===== src/rtl/core/sle_pkg.sv =====
// Shared types, constants and the 4B5B code table for the selectable line encoder.
package sle_pkg;

  localparam int unsigned SymW = 16;                 // widest pattern (Manchester)
  localparam int unsigned CntW = $clog2(SymW + 1);

  typedef enum logic [1:0] {
    ModeNrz        = 2'd0,
    ModeManchester = 2'd1,
    ModeNrzi       = 2'd2,
    Mode4b5b       = 2'd3
  } line_mode_e;

  localparam logic [CntW-1:0] LenNrz        = CntW'(8);
  localparam logic [CntW-1:0] LenManchester = CntW'(16);
  localparam logic [CntW-1:0] LenNrzi       = CntW'(8);
  localparam logic [CntW-1:0] Len4b5b       = CntW'(10);

  typedef struct packed {
    logic [7:0] data_byte;
    logic       end_of_message;
  } in_t;

  typedef struct packed {
    logic line_bit;
    logic last_of_byte;
  } out_t;

  function automatic logic [4:0] code_4b5b(input logic [3:0] nib);
    logic [4:0] c;
    unique case (nib)
      4'h0: c = 5'h1E;
      4'h1: c = 5'h09;
      4'h2: c = 5'h14;
      4'h3: c = 5'h15;
      4'h4: c = 5'h0A;
      4'h5: c = 5'h0B;
      4'h6: c = 5'h0E;
      4'h7: c = 5'h0F;
      4'h8: c = 5'h12;
      4'h9: c = 5'h13;
      4'hA: c = 5'h16;
      4'hB: c = 5'h17;
      4'hC: c = 5'h1A;
      4'hD: c = 5'h1B;
      4'hE: c = 5'h1C;
      default: c = 5'h1D;
    endcase
    return c;
  endfunction

endpackage


===== src/rtl/core/selectable_line_encoder.sv =====
// Selectable line encoder: byte in, NRZ / Manchester / NRZI / 4B5B line bits out.
//
// Input channel (in_valid_i/in_ready_o/in_data_i) takes one data byte per word with an
// end-of-message flag. Output channel (out_valid_o/out_ready_i/out_data_o) gives one line
// bit per word, MSB first, with last_of_byte set on the final bit of each byte.
// cfg_valid_i/cfg_data_i write the 2-bit line mode (0 NRZ, 1 Manchester, 2 NRZI, 3 4B5B);
// cfg_ready_o is always high. Change the mode only while the encoder is drained.
// Each byte yields 8 (NRZ, NRZI), 16 (Manchester) or 10 (4B5B) output words; the output
// port runs at one bit per cycle while out_ready_i is high. When the encoder is empty,
// an accepted byte passes through the hold register and then the shift register to the
// output. The encode runs in the accept cycle into a one-entry hold register; a shift
// register feeds the output. The next byte is taken while the current one is still
// shifting out, so bytes follow with no gap between their bits.
// When the receiver stalls, the shift register holds, the hold register fills and
// in_ready_o drops. Reset clears the mode to NRZ, the NRZI level to 0 and empties both
// stages.
module selectable_line_encoder (
  input  logic           clk_i,
  input  logic           rst_ni,
  input  logic           in_valid_i,
  output logic           in_ready_o,
  input  sle_pkg::in_t   in_data_i,
  output logic           out_valid_o,
  input  logic           out_ready_i,
  output sle_pkg::out_t  out_data_o,
  input  logic           cfg_valid_i,
  output logic           cfg_ready_o,
  input  logic [1:0]     cfg_data_i
);

  sle_pkg::line_mode_e          mode_q;
  logic                         nrzi_q, nrzi_d;
  logic                         hold_valid_q;
  logic [sle_pkg::SymW-1:0]     hold_pat_q, pat_d;
  logic [sle_pkg::CntW-1:0]     hold_len_q, len_d;
  logic [sle_pkg::SymW-1:0]     sh_q;
  logic [sle_pkg::CntW-1:0]     cnt_q;
  logic                         hold_take, in_acc;
  logic [7:0]                   d;
  logic [7:0]                   nrzi_bits;
  logic                         lvl;

  assign cfg_ready_o = 1'b1;
  // serializer can take the held pattern when empty or on its last bit leaving
  assign hold_take   = hold_valid_q &&
                       ((cnt_q == '0) || ((cnt_q == sle_pkg::CntW'(1)) && out_ready_i));
  assign in_ready_o  = !hold_valid_q || hold_take;
  assign in_acc      = in_valid_i && in_ready_o;

  assign out_valid_o             = (cnt_q != '0);
  assign out_data_o.line_bit     = sh_q[sle_pkg::SymW-1];
  assign out_data_o.last_of_byte = (cnt_q == sle_pkg::CntW'(1));

  assign d = in_data_i.data_byte;

  // encode, patterns left justified
  always_comb begin
    pat_d = '0;
    len_d = sle_pkg::LenNrz;
    lvl   = nrzi_q;
    nrzi_bits = '0;
    for (int i = 7; i >= 0; i--) begin
      lvl = lvl ^ d[i];
      nrzi_bits[i] = lvl;
    end
    unique case (mode_q)
      sle_pkg::ModeNrz: begin
        pat_d[sle_pkg::SymW-1 -: 8] = d;
        len_d = sle_pkg::LenNrz;
      end
      sle_pkg::ModeManchester: begin
        for (int k = 0; k < 8; k++) begin
          pat_d[sle_pkg::SymW-1-2*k] = d[7-k];
          pat_d[sle_pkg::SymW-2-2*k] = ~d[7-k];
        end
        len_d = sle_pkg::LenManchester;
      end
      sle_pkg::ModeNrzi: begin
        pat_d[sle_pkg::SymW-1 -: 8] = nrzi_bits;
        len_d = sle_pkg::LenNrzi;
      end
      default: begin
        pat_d[sle_pkg::SymW-1 -: 10] = {sle_pkg::code_4b5b(d[7:4]),
                                        sle_pkg::code_4b5b(d[3:0])};
        len_d = sle_pkg::Len4b5b;
      end
    endcase
    if (in_data_i.end_of_message) begin
      nrzi_d = 1'b0;
    end else if (mode_q == sle_pkg::ModeNrzi) begin
      nrzi_d = lvl;
    end else begin
      nrzi_d = nrzi_q;
    end
  end

  always_ff @(posedge clk_i or negedge rst_ni) begin
    if (!rst_ni) begin
      mode_q       <= sle_pkg::ModeNrz;
      nrzi_q       <= 1'b0;
      hold_valid_q <= 1'b0;
      cnt_q        <= '0;
    end else begin
      if (cfg_valid_i && cfg_ready_o) begin
        mode_q <= sle_pkg::line_mode_e'(cfg_data_i);
      end
      if (in_acc) begin
        nrzi_q       <= nrzi_d;
        hold_valid_q <= 1'b1;
      end else if (hold_take) begin
        hold_valid_q <= 1'b0;
      end
      if (hold_take) begin
        cnt_q <= hold_len_q;
      end else if (out_valid_o && out_ready_i) begin
        cnt_q <= cnt_q - sle_pkg::CntW'(1);
      end
    end
  end

  always_ff @(posedge clk_i) begin
    if (in_acc) begin
      hold_pat_q <= pat_d;
      hold_len_q <= len_d;
    end
    if (hold_take) begin
      sh_q <= hold_pat_q;
    end else if (out_valid_o && out_ready_i) begin
      sh_q <= {sh_q[sle_pkg::SymW-2:0], 1'b0};
    end
  end

`ifndef SYNTHESIS
  a_hold_loads: assert property (@(posedge clk_i) disable iff (!rst_ni)
    (hold_valid_q && cnt_q == '0) |=> (cnt_q != '0))
    else $error("held pattern not moved into empty serializer");

  a_eom_clears: assert property (@(posedge clk_i) disable iff (!rst_ni)
    (in_acc && in_data_i.end_of_message) |=> (nrzi_q == 1'b0))
    else $error("NRZI level not cleared after end of message");

  a_cnt_range: assert property (@(posedge clk_i) disable iff (!rst_ni)
    cnt_q <= sle_pkg::CntW'(sle_pkg::SymW))
    else $error("serializer count out of range");
`endif

endmodule


===== config.mk =====
export PLATFORM = sky130hd
export DESIGN_NAME = selectable_line_encoder
export DESIGN_NICKNAME = d
export VERILOG_FILES = /design/src/rtl/core/sle_pkg.sv /design/src/rtl/core/selectable_line_encoder.sv
export SDC_FILE = /design/constraint.sdc
export NUM_CORES = 1
export LEC_CHECK = 0
export BUFFER_PORTS_ARGS = -buffer_cell sky130_fd_sc_hd__buf_2
export CELL_PAD_IN_SITES_DETAIL_PLACEMENT = 1
export CELL_PAD_IN_SITES_GLOBAL_PLACEMENT = 2
export CORE_ASPECT_RATIO = 0.5
export CORE_MARGIN = 2
export CORE_UTILIZATION = 38
export DETAILED_ROUTE_END_ITERATION = 12
export PLACE_DENSITY = 0.86
export SYNTH_ARGS = -nofsm -noshare
export SYNTH_HDL_FRONTEND = slang
export SYNTH_SLANG_ARGS = --single-unit

===== constraint.sdc =====
create_clock -name clk_i -period 3 [get_ports clk_i]
set_input_delay 0.15 -clock clk_i [delete_from_list [all_inputs] [get_ports clk_i]]
set_output_delay 0.15 -clock clk_i [all_outputs]
set_load 0.005 [all_outputs]

==> results of run 1 <==
-- state kept, by name, summed over array words and instances (netlist names) --
name and count:
sh_q 16, hold_pat_q 16, hold_valid_q 1, nrzi_q 1, hold_len_q 3, cnt_q 5, mode_q 2
-- worst max-delay path: stages, from the launching register on --
cell and delay [ns]:
dfrtp_1 0.40, inv_1 0.12, ha_1 0.21, or4b_2 0.63, mux2_2 0.57, o21ai_0 0.17, a221o_1 0.31
-- cell usage after synthesis, types with 4 or more instances --
library cell	number
edfxtp_1	35
nand2_1	58
xor2_1	5
nor3_1	4
nor2_1	20
inv_1	11
o21ai_0	23
clkbuf_1	13
nand3_1	7
a21oi_1	14
dfrtp_1	9
-- report_power, final --
| group | leakage [nW] | internal, W | switching [W] |
|---|---|---|---|
| registers | 0.440 | 0.000913 | 0.000104 |
| logic | 0.586 | 0.000270 | 0.000418 |
| clock network | 0.0669 | 0.000307 | 0.000221 |
-- cell families after synthesis --
| family | after synthesis | synth area share, % |
|---|---|---|
| other | 1 | 0.155 |
| AO/OA/AOI/OAI | 52 | 12.9 |
| multiplexers | 4 | 1.76 |
| AND/OR/NAND/NOR | 105 | 19.1 |
| adder cells (fa/ha/maj) | 3 | 1.56 |
| flip-flops | 44 | 52.9 |
| buffers and inverters | 30 | 5.45 |
| XOR/XNOR | 11 | 6.12 |
-- worst max-delay path by stage --
stage                        start        to  slack, ns
final                     cnt_q[0]  cnt_q[3]       0.48
after global routing      cnt_q[0]  cnt_q[3]       0.30
after CTS                 cnt_q[0]  cnt_q[3]       0.45
after detailed placement  cnt_q[0]  cnt_q[3]       0.46
after global placement    cnt_q[0]  cnt_q[3]       0.57
after floorplan           cnt_q[0]  cnt_q[3]       0.70
-- layout make-up --
class	instances	area [µm²]	share of cell area, %
clock buffer	6	129	4.78
clock inverter	2	12.5	0.464
inverter	11	41.3	1.53
multi-input combinational	176	1010	37.4
sequential	44	1280	47.3
tap	88	110	4.08
timing repair buffer	22	120	4.45
-- through the flow --
stage / cells / hold slack, ns / power (W)
global placement: 340 / 0.0216 / 0.00168
finish: 349 / 0.0729 / 0.00223
detailed placement: 340 / 0.0244 / 0.00172
floorplan: 250 / -0.146 / 0.00152
global route: 349 / 0.109 / 0.00239
CTS: 349 / 0.0704 / 0.00226
-- timing repair --
item / in CTS / in global routing
hold buffers: 1 / 0
hold endpoints to repair: 9 / 0
buffers inserted: 0 / 0
-- routing by layer --
layer / track usage, % / up-vias
li1: - / 881
met1: 24.1 / 876
met2: 26.3 / 44
met3: 3.20 / 10
met4: 6.05 / 0
met5: 0 / -
==> impl_metrics.env, run 1 <==
export IMPL_finalSetupTns_ns=0
export IMPL_drive_gt1_share_pct=13.8
export IMPL_period_share_pct=84.1
export IMPL_cp_max_fo=21
export IMPL_arrival_ns=2.70
export IMPL_core_area_mm2=0.00611
export IMPL_fmaxAchievable_mhz=396
export IMPL_powerDensity_mw_per_mm2=827
export IMPL_drtIter0Drc=109
export IMPL_p_leak_nw=1.09
export IMPL_yosysWarnings=0
export IMPL_synth_seq_cells=44
export IMPL_clockBufferDepth=2
export IMPL_synthTopCellsByArea="edfxtp_1, dfrtp_1, nand2_1"
export IMPL_place_area_mm2=0.00255
export IMPL_hold_depth=3
export IMPL_clock_sinks=44
export IMPL_portBuffers=19
export IMPL_avgViaCountPerCell=5.19
export IMPL_hold_end="mode_q[0]"
export IMPL_cts_tree="done"
export IMPL_r2r_cells=6
export IMPL_wl_per_cell_um=15.4
export IMPL_cts_buffers=5
export IMPL_critical_path_required_ns=3.18
export IMPL_grt_pass1_vias=1772
export IMPL_ant_nets=0
export IMPL_antenna_found_initial=0
export IMPL_dr_wl_met3_um=242
export IMPL_fp_dieArea_mm2=0.00704
export IMPL_slew_headroom_pct=54.6
export IMPL_fp_dieH_um=60.3
export IMPL_path_clk_slew_ns=0.06
export IMPL_syn_to_final_growth_pct=11.9
export IMPL_cts_htree_levels=2
export IMPL_grtUsageTotal_pct=16.9
export IMPL_maxCapViolCount=0
export IMPL_yosys_area_top_type="edfxtp_1"
export IMPL_gp_congestion=0.771
export IMPL_synthArstFlopShare_pct=20.5
export IMPL_syn_area_per_cell_um2=9.65
export IMPL_drt_met1_wl_um=2710
export IMPL_ir_drop_uv=295
export IMPL_worstSetupEndpointType="flop"
export IMPL_grt_first_pass_wirelength_um=8900
export IMPL_hp_start="cfg_data_i[0]"
export IMPL_synth_fp_nets=269
export IMPL_pre_cts_slack_ns=0.462
export IMPL_utilization_pct=44.2
export IMPL_final_nets=279
export IMPL_dr_pass1_iters=4
export IMPL_synth_edf_count=35
export IMPL_rows=20
export IMPL_cts_resized=0
export IMPL_synthFlopType="edfxtp_1"
export IMPL_vias=1811
export IMPL_hold_path_class="in2reg"
export IMPL_antenna_cells=0
export IMPL_r2r_end="cnt_q[3]"
export IMPL_hold_viol=0
export IMPL_ios=21
export IMPL_period_minus_slack_ns=2.52
export IMPL_slew_violations=0
export IMPL_syn_inst=250
export IMPL_final_area_mm2=0.00270
export IMPL_seq_area_frac_synth_pct=52.9
export IMPL_globalRoute_totalOverflow=0
export IMPL_ys_types=45
export IMPL_fillers=720
export IMPL_finalSetupViolations=0
export IMPL_reg2reg_from="cnt_q[0]"
export IMPL_netlist_area_mm2=0.00241
export IMPL_worst_slack_ns=0.477
export IMPL_grt_max_degree=26
export IMPL_path_class="reg2reg"
export IMPL_synth_top_area_share_pct=43.6
export IMPL_startpoint_type="flop"
export IMPL_clockRootBuffer="clkbuf_16"
export IMPL_final_cell_mix="nand2_1, edfxtp_1, o21ai_0, nor2_1, buf_2"
export IMPL_dr_wl_met2_um=2330
export IMPL_drc=0
export IMPL_status="finished, final reports clean"
export IMPL_mostFrequentLayoutCell="nand2_1"
export IMPL_reg2reg_slack_ns=0.48
export IMPL_skew_ns=0.0118
export IMPL_drt_total_wl_um=5360
export IMPL_highest_layer="met4"
export IMPL_die_x_um=117
export IMPL_start_util_pct=39.5
export IMPL_clock_latency_ns=0.29
export IMPL_tightest_slew_ns=0.679
export IMPL_rsz0062_at_grt="false"
export IMPL_place_hpwl_um=3880
Power figures use the tool's default switching activity.
==> run 2, diff against run 1 <==
==> constraint.sdc (replaced) <==
create_clock -name clk_i -period 2.65 [get_ports clk_i]
set_input_delay 0.1325 -clock clk_i [delete_from_list [all_inputs] [get_ports clk_i]]
set_output_delay 0.1325 -clock clk_i [all_outputs]
set_load 0.005 [all_outputs]
==> impl_metrics.env, run 2 (synthesized netlist as in run 1, its figures left out) <==
export IMPL_status="finished, final reports clean"
export IMPL_startpoint_type="flop"
export IMPL_hold_end="mode_q[0]"
export IMPL_die_x_um=117
export IMPL_power_w=0.00267
export IMPL_fp_dieH_um=60.3
export IMPL_critical_path_required_ns=2.82
export IMPL_path_cells="inv_1 > ha_1 > or4b_2 > mux2_2 > o21ai_0 > a221o_1"
export IMPL_tightest_slew_ns=0.646
export IMPL_avgViaCountPerCell=5.14
export IMPL_hp_start="cfg_valid_i"
export IMPL_pwr_share_seq_pct=43.2
export IMPL_start_util_pct=39.5
export IMPL_grtUsageTotal_pct=17.0
export IMPL_skew_ns=0.00520
export IMPL_sw_frac_of_total_pct=32.3
export IMPL_intPower_w=0.00181
export IMPL_clock_sinks=44
export IMPL_worstSetupEndpointType="flop"
export IMPL_fmaxAchievable_mhz=431
export IMPL_core_area_mm2=0.00611
export IMPL_clockRootBuffer="clkbuf_16"
export IMPL_maxCapViolCount=0
export IMPL_mostFrequentLayoutCell="nand2_1"
export IMPL_grt_max_degree=21
export IMPL_antenna_found_initial=0
export IMPL_path_class="reg2reg"
export IMPL_final_area_mm2=0.00275
export IMPL_reg2reg_slack_ns=0.33
export IMPL_antenna_cells=0
export IMPL_hold_path_class="in2reg"
export IMPL_wl_per_cell_um=15.3
export IMPL_p_leak_nw=1.12
export IMPL_max_stage_delay_ns=0.62
export IMPL_dp_cells=343
export IMPL_syn_to_final_growth_pct=14.1
export IMPL_path_clk_slew_ns=0.06
export IMPL_period_minus_slack_ns=2.32
export IMPL_finalSetupViolations=0
export IMPL_drive_gt1_share_pct=15.2
export IMPL_final_cell_mix="nand2_1, edfxtp_1, o21ai_0, nor2_1, buf_2"
export IMPL_place_hpwl_um=3920
export IMPL_rsz0062_at_grt="false"
export IMPL_combPwrFrac_pct=30.2
export IMPL_switching_power_w=0.000862
export IMPL_cts_tree="done"
export IMPL_cp_max_fo=13
export IMPL_portBuffers=19
export IMPL_drc=0
export IMPL_crit_family="simple AND/OR/NAND/NOR gates"
export IMPL_finalSetupTns_ns=0
export IMPL_slew_violations=0
export IMPL_slew_headroom_pct=56.8
export IMPL_cpMaxStageDelayCell="or4b_2"
export IMPL_dr_pass1_iters=4
export IMPL_clock_latency_ns=0.29
export IMPL_clockPowerShare_pct=26.6
export IMPL_period_share_pct=87.6
export IMPL_globalRoute_totalOverflow=0
export IMPL_hold_viol=0
export IMPL_cts_buffers=5
export IMPL_hold_depth=2
export IMPL_gp_congestion=0.832
export IMPL_cts_setup_buffers=0
export IMPL_utilization_pct=45.1
export IMPL_final_cell_count_no_fill=352
export IMPL_drtIter0Drc=71
export IMPL_vias=1811
export IMPL_reg2reg_from="cnt_q[1]"
export IMPL_place_area_mm2=0.00257
export IMPL_r2r_end="cnt_q[3]"
export IMPL_clockBufferDepth=2
export IMPL_drt_total_wl_um=5390
export IMPL_fp_dieArea_mm2=0.00704
export IMPL_grt_first_pass_wirelength_um=9060
export IMPL_cts_htree_levels=2
export IMPL_final_nets=282
export IMPL_ant_nets=0
export IMPL_grt_pass1_vias=1756
export IMPL_largestRegisters="hold_pat_q (16), sh_q (16), cnt_q (5)"
export IMPL_cts_resized=0
export IMPL_path_buf_inv=1
export IMPL_ios=21
export IMPL_r2r_cells=6
export IMPL_arrival_ns=2.49
export IMPL_rows=20
export IMPL_ir_drop_uv=372
export IMPL_powerDensity_mw_per_mm2=970
run 2: routing by layer:
layer | part of all wire, % | global-route usage (%) | up-vias | routed length, µm
met5 | 0 | 0 | - | 0
met4 | 1.6 | 5.88 | 0 | 88
met3 | 4.5 | 3.80 | 8 | 245
met2 | 45 | 26.3 | 41 | 2420
met1 | 49 | 24.0 | 876 | 2640
li1 | - | - | 886 | -
run 2: power by group through the flow:
stage | clock, W | sequential, W | combinational [W]
3_5_place_dp | 0 | 0.00116 | 0.000809
3_3_place_gp | 0 | 0.00115 | 0.000773
4_1_cts | 0.000726 | 0.00115 | 0.000815
6_report | 0.000710 | 0.00115 | 0.000806
2_1_floorplan | 0 | 0.00111 | 0.000612
5_1_grt | 0.000747 | 0.00117 | 0.000926
run 2: final cells by class:
type	instances	area, µm²
clock buffer	5	125
clock inverter	3	46.3
fill	709	3350
inverter	11	41.3
multi-input combinational	176	1010
sequential	44	1280
tap	88	110
timing repair buffer	25	143
run 2: stage by stage:
| stage | hold slack [ns] | setup WS, ns |
|---|---|---|
| floorplan | -0.163 | 0.349 |
| global placement | 0.00346 | 0.409 |
| detailed placement | 0.0171 | 0.300 |
| CTS | 0.0597 | 0.298 |
| global route | 0.0971 | 0.172 |
| finish | 0.0588 | 0.329 |
run 2: how the worst max path moves through the flow:
stage | from | end | slack, ns | cells after the start
global route | cnt_q[1] | cnt_q[3] | 0.17 | 6
global placement | cnt_q[0] | cnt_q[3] | 0.41 | 6
floorplan | cnt_q[0] | cnt_q[3] | 0.35 | 6
CTS | cnt_q[0] | cnt_q[3] | 0.30 | 6
detailed placement | cnt_q[0] | cnt_q[3] | 0.30 | 6
finish | cnt_q[1] | cnt_q[3] | 0.33 | 6
run 2: timing repair:
action                                  in CTS  in global routing
hold endpoints to repair                     9                  0
hold buffers                                 1                  0
endpoints found under the setup margin       0                  0
run 2: worst register-to-register path: stages, from the launching register on:
cell     delay, ns
dfrtp_1       0.39
inv_1         0.12
ha_1          0.21
or4b_2        0.62
mux2_2        0.42
o21ai_0       0.15
a221o_1       0.30
